==> config.mk <==
export PLATFORM = sky130hd
export DESIGN_NAME = tshr_ctrl
export DESIGN_NICKNAME = d
export VERILOG_FILES = /design/src/hdl/tshr_pkg.sv /design/src/hdl/tshr_ctrl.sv
export SDC_FILE = /design/constraint.sdc
export NUM_CORES = 1
export LEC_CHECK = 0
export ABC_AREA = 0
export ABC_CLOCK_PERIOD_IN_PS = 1800
export BUFFER_PORTS_ARGS = -buffer_cell sky130_fd_sc_hd__buf_2
export CAP_MARGIN = 0
export CORE_AREA = 2 2 39 41
export DETAILED_ROUTE_END_ITERATION = 12
export DIE_AREA = 0 0 41 43
export MAX_ROUTING_LAYER = met4
export PLACE_DENSITY_LB_ADDON = 0.1
export RECOVER_POWER = 50
export SETUP_SLACK_MARGIN = 0.5
export SYNTH_ARGS = -nofsm -noshare
export SYNTH_HDL_FRONTEND = slang
export SYNTH_SLANG_ARGS = --single-unit
==> constraint.sdc <==
create_clock -name clk -period 1.8 [get_ports clk]
set_input_delay 0.09 -clock clk [delete_from_list [all_inputs] [get_ports clk]]
set_output_delay 0.09 -clock clk [all_outputs]
set_load 0.02 [all_outputs]
==> src/hdl/tshr_pkg.sv <==
// ----------------------------------------------------------------------------
// tshr_pkg
// shared constants, field layout, controller states and the command and
// status bundles between the controller and the datapath
// ----------------------------------------------------------------------------
package tshr_pkg;

	localparam int unsigned HISTORY_DEPTH_DEF = 60;
	localparam int unsigned CHANNELS_DEF      = 4;

	localparam int unsigned SAMPLE_W = 16;
	localparam int unsigned TS_W     = 32;
	localparam int unsigned CHAN_W   = 2;
	localparam int unsigned SLOT_W   = 16;

	localparam logic [SLOT_W-1:0] SLOT_LEN_RST = 16'd200;

	// input beat layout, lowest bits first
	localparam int unsigned CH_LSB    = 0;
	localparam int unsigned VOLT_LSB  = CH_LSB + CHAN_W;
	localparam int unsigned CURR_LSB  = VOLT_LSB + SAMPLE_W;
	localparam int unsigned TS_LSB    = CURR_LSB + SAMPLE_W;
	localparam int unsigned IN_DATA_W = 72;

	localparam int unsigned OUT_DATA_W = 2 * SAMPLE_W;

	localparam logic FUNC_RECORD = 1'b0;
	localparam logic FUNC_READ   = 1'b1;

	typedef enum logic [3:0] {
		S_IDLE,
		S_LOAD,
		S_DECIDE,
		S_DIV,
		S_DIVDONE,
		S_FILL,
		S_APPEND,
		S_OVERWRITE,
		S_COMMIT,
		S_RD_ISSUE,
		S_RD_LOAD
	} ctl_state_t;

	typedef struct packed {
		logic load_item;
		logic load_chan;
		logic set_lt;
		logic div_init;
		logic div_step;
		logic fill_init;
		logic fill_write;
		logic append_write;
		logic newest_write;
		logic commit;
		logic rd_init;
		logic rd_issue;
		logic rd_load;
	} cmd_t;

	typedef struct packed {
		logic is_read;
		logic chan_ok;
		logic do_append;
		logic not_newer;
		logic div_last;
		logic quo_zero;
		logic fill_zero;
		logic out_free;
		logic rd_last;
	} sts_t;

endpackage

==> src/hdl/tshr_ctrl.sv <==
// ----------------------------------------------------------------------------
// tshr_ctrl
// sequencer: takes an item, decides how a sample lands in the ring, runs the
// slot divider and gap fill, or walks the ring for a read-out
// ----------------------------------------------------------------------------
module tshr_ctrl (
	input  logic            clk,
	input  logic            arst_n,
	input  logic            in_valid,
	output logic            in_ready,
	input  tshr_pkg::sts_t  sts,
	output tshr_pkg::cmd_t  cmd
);
	import tshr_pkg::*;

	ctl_state_t state_q;
	ctl_state_t state_nxt;

	always_ff @(posedge clk or negedge arst_n) begin
		if (!arst_n) begin
			state_q <= S_IDLE;
		end else begin
			state_q <= state_nxt;
		end
	end

	always_comb begin
		state_nxt = state_q;
		case (state_q)
			S_IDLE: begin
				if (in_valid) begin
					state_nxt = S_LOAD;
				end
			end
			S_LOAD: begin
				state_nxt = S_DECIDE;
			end
			S_DECIDE: begin
				if (sts.is_read) begin
					state_nxt = S_RD_ISSUE;
				end else if (!sts.chan_ok) begin
					state_nxt = S_IDLE;
				end else if (sts.do_append) begin
					state_nxt = S_APPEND;
				end else if (sts.not_newer) begin
					state_nxt = S_OVERWRITE;
				end else begin
					state_nxt = S_DIV;
				end
			end
			S_DIV: begin
				if (sts.div_last) begin
					state_nxt = S_DIVDONE;
				end
			end
			S_DIVDONE: begin
				state_nxt = sts.quo_zero ? S_OVERWRITE : S_FILL;
			end
			S_FILL: begin
				if (sts.fill_zero) begin
					state_nxt = S_APPEND;
				end
			end
			S_APPEND: begin
				state_nxt = S_COMMIT;
			end
			S_OVERWRITE: begin
				state_nxt = S_COMMIT;
			end
			S_COMMIT: begin
				state_nxt = S_IDLE;
			end
			S_RD_ISSUE: begin
				state_nxt = S_RD_LOAD;
			end
			S_RD_LOAD: begin
				if (sts.out_free) begin
					state_nxt = sts.rd_last ? S_IDLE : S_RD_ISSUE;
				end
			end
			default: begin
				state_nxt = S_IDLE;
			end
		endcase
	end

	always_comb begin
		cmd      = '0;
		in_ready = 1'b0;
		case (state_q)
			S_IDLE: begin
				in_ready      = 1'b1;
				cmd.load_item = in_valid;
			end
			S_LOAD: begin
				cmd.load_chan = 1'b1;
			end
			S_DECIDE: begin
				if (sts.is_read) begin
					cmd.rd_init = 1'b1;
				end else if (sts.chan_ok) begin
					if (sts.do_append) begin
						cmd.set_lt = 1'b1;
					end else if (!sts.not_newer) begin
						cmd.div_init = 1'b1;
					end
				end
			end
			S_DIV: begin
				cmd.div_step = 1'b1;
			end
			S_DIVDONE: begin
				cmd.set_lt    = 1'b1;
				cmd.fill_init = 1'b1;
			end
			S_FILL: begin
				cmd.fill_write = !sts.fill_zero;
			end
			S_APPEND: begin
				cmd.append_write = 1'b1;
			end
			S_OVERWRITE: begin
				cmd.newest_write = 1'b1;
			end
			S_COMMIT: begin
				cmd.commit = 1'b1;
			end
			S_RD_ISSUE: begin
				cmd.rd_issue = 1'b1;
			end
			S_RD_LOAD: begin
				cmd.rd_load = sts.out_free;
			end
			default: begin
				cmd = '0;
			end
		endcase
	end

endmodule

==> results.py <==
metrics = {
    "run_status": {
        "outcome": "finished, final reports clean",
    },
    "worst_hold_path": {
        "hold_path.class": "primary input to register",
        "min_path_cells": 2,
    },
    "cells_and_area": {
        "final_cell_mix": "16 x buf_6, 15 x buf_4, 12 x buf_2",
        "regMostFlops": "state_q",
        "nets": 128,
        "reg_top3": "state_q (4)",
        "layout-drive-gt1-share": 0.649,
        "largest_reg_flops": 4,
        "n_antenna_cell": 0,
        "syn_to_final_growth_pct": 97.0,
        "final_common_cell": "buf_6",
        "stdcell_count": 130,
    },
    "clock_tree": {
        "path_clk_slew_ns": 0.04,
        "cts-root-buf": "clkbuf_4",
        "numCtsBuffers": 3,
        "cts.sinks": 4,
        "cts_max_level": 1,
        "cts_tree": "built",
        "clk_path_buf_depth": 2,
        "clk_latency_ns": 0.25,
    },
    "synth": {
        "syn_nets": 80,
        "yosys.cell_types.count": 34,
        "synth_area_per_cell_um2": 7.95,
        "yosysTopAreaCell": "dfrtp_1",
        "synth_seq_area_share": 0.185,
        "synth_area_leaders": "dfrtp_1 19%, buf_6 8.3%, nor3_1 7.4%, nor2_1 6.3%, o21bai_1 4.2%",
        "synth.top_cell.area_share": 0.185,
        "ys_ff_latch": 4,
        "synth_warnings": 0,
        "synth_cells": 68,
        "synth_area_um2": 541,
    },
    "sta": {
        "slew_headroom": 0.769,
        "drv_slew": 0,
        "fin_setup_tns_ns": 0,
        "finalWorstSetupSlack_ns": 0.215,
        "clock.fmax_mhz": 631,
        "finClkSkew_ns": 0.00245,
        "hold_ws_ns": 0.0798,
        "worst_slew_pin_slew_ns": 0.347,
        "hold_viol": 0,
        "finalSetupViolations": 0,
        "period_share": 0.880,
        "rsz0062_at_grt": "true",
        "fin_crit_ns": 1.58,
    },
    "routing": {
        "route.met3.wl_um": 116,
        "wl_met1_um": 850,
        "wl_per_cell_um": 16.4,
        "drt_iter0_drc": 12,
        "vias_per_cell": 5.58,
        "drt_pass1_iterations": 4,
        "ant_nets": 0,
        "num_vias": 725,
        "met2_length_um": 1110,
        "drt_wl_total_um": 2130,
        "drc_errors": 0,
        "top_layer": "met4",
    },
    "worst_setup_path": {
        "crit_arrival_ns": 1.74,
        "cp-start-kind": "register",
        "crit_type": "register to register",
        "crit_buf_inv": 2,
        "reg2reg_depth": 6,
        "reg2reg_from": "state_q[1]",
        "cpPeakStageDelay_ns": 0.46,
        "crit_required_ns": 1.96,
        "critPathCapture": "state_q[2]",
        "crit_path_start": "state_q[1]",
        "slowest_stage": "dfrtp_1",
        "cp.depth": 6,
        "crit_family": "flip-flops",
        "r2r_slack_ns": 0.22,
        "critPathMaxFanout": 6,
        "r2r_end": "state_q[2]",
        "cp_cell_sequence": "clkbuf_1 > buf_6 > nand2_4 > mux2_2 > o22a_1 > o21bai_1",
        "critical_path.endpoint_type": "register",
    },
    "floorplanning": {
        "die_h_um": 43,
        "die_w_um": 41,
        "ios": 26,
        "fp-row-count": 14,
        "core_um2": 1380,
        "die_area_um2": 1760,
        "start_util": 0.391,
    },
    "place": {
        "dp_cells": 108,
        "hpwl_um": 1180,
        "portBuffers": 25,
        "post-place-ws_ns": 0.265,
        "gp_congestion": 0.878,
    },
    "global_route": {
        "grt-ovfl-total": 0,
        "grt_pass1_wl_um": 3320,
        "grt_pass1_vias": 726,
        "grt_max_degree": 8,
        "grt_usage": 0.289,
        "antenna_found_initial": 0,
    },
    "pwr": {
        "ir_drop_v": 0.00108,
        "p_leak_nw": 0.481,
        "p_per_area_nw_per_um2": 1790,
    },
    "job": {
        "cap_violations": 0,
    },
}
-- stage by stage --
step	instance area [um^2]	power (mW)	utilization
2_1_floorplan	587	1.01	-
3_3_place_gp	706	1.16	0.510
3_5_place_dp	706	1.17	0.510
4_1_cts	1030	1.78	0.741
5_1_grt	1060	2.01	0.769
6_report	1060	1.91	0.769
-- per-layer routing --
layer  vias up  GRT usage
li1        341          -
met1       346      0.327
met2        30      0.478
met3         8     0.0314
met4         0      0.133
met5         -          -
-- how the worst min path moves through the flow --
stage	end	slack, ns	startpoint
CTS	state_q[3]	0.08	sts[1]
global route	state_q[3]	0.09	sts[1]
finish	state_q[3]	0.08	sts[1]
global placement	state_q[2]	-0.10	arst_n
detailed placement	state_q[1]	-0.1	arst_n
floorplan	state_q[0]	-0.21	arst_n
-- cell type report --
class,instances,area (um^2)
multi-input cells,54,508
well taps,16,20.0
flip-flops and latches,4,101
inverters,4,15.0
clock buffers,3,22.5
repair buffers,49,398
fillers,107,319
-- synth_stat cells, drive strengths merged --
cell,n
nor3,8
o31ai,2
a2111oi,1
nor3b,2
dfrtp,4
or2b,1
and2,1
o21ai,4
o32ai,2
nor2b,1
inv,4
a211o,1
nor2,9
and3,1
nand2,3
and2b,1
a31oi,1
buf,5
nand2b,3
o22a,1
nor4,1
nand4b,1
clkbuf,1
a21oi,4
o22ai,1
o21bai,3
mux2,2
-- kinds of logic after synthesis --
family / Yosys count / share of synthesized area
buffers and inverters: 10 / 0.146
muxes: 2 / 0.0486
AOI/OAI and AO/OA: 20 / 0.289
and+or+nand+nor: 32 / 0.331
DFF: 4 / 0.185
-- report_power, final --
part / total [mW] / leakage [nW] / internal, mW / switching [mW]
Sequential: 0.229 / 0.0504 / 0.135 / 0.0937
Clock: 0.117 / 0.0138 / 0.0749 / 0.0418
Combinational: 1.56 / 0.417 / 0.787 / 0.776
Total: 1.91 / 0.481 / 0.997 / 0.911
-- repair_timing --
| item | 4_1_cts | 5_1_grt |
|---|---|---|
| hold buffers | 1 | 0 |
| gates resized for setup | 43 | 14 |
| setup endpoints to repair | 18 | 18 |
| hold endpoints to repair | 4 | 0 |
| pin swaps | 12 | 7 |
| cloned | 0 | 0 |
| buffers inserted | 17 | 1 |
Power figures use the tool's default switching activity.
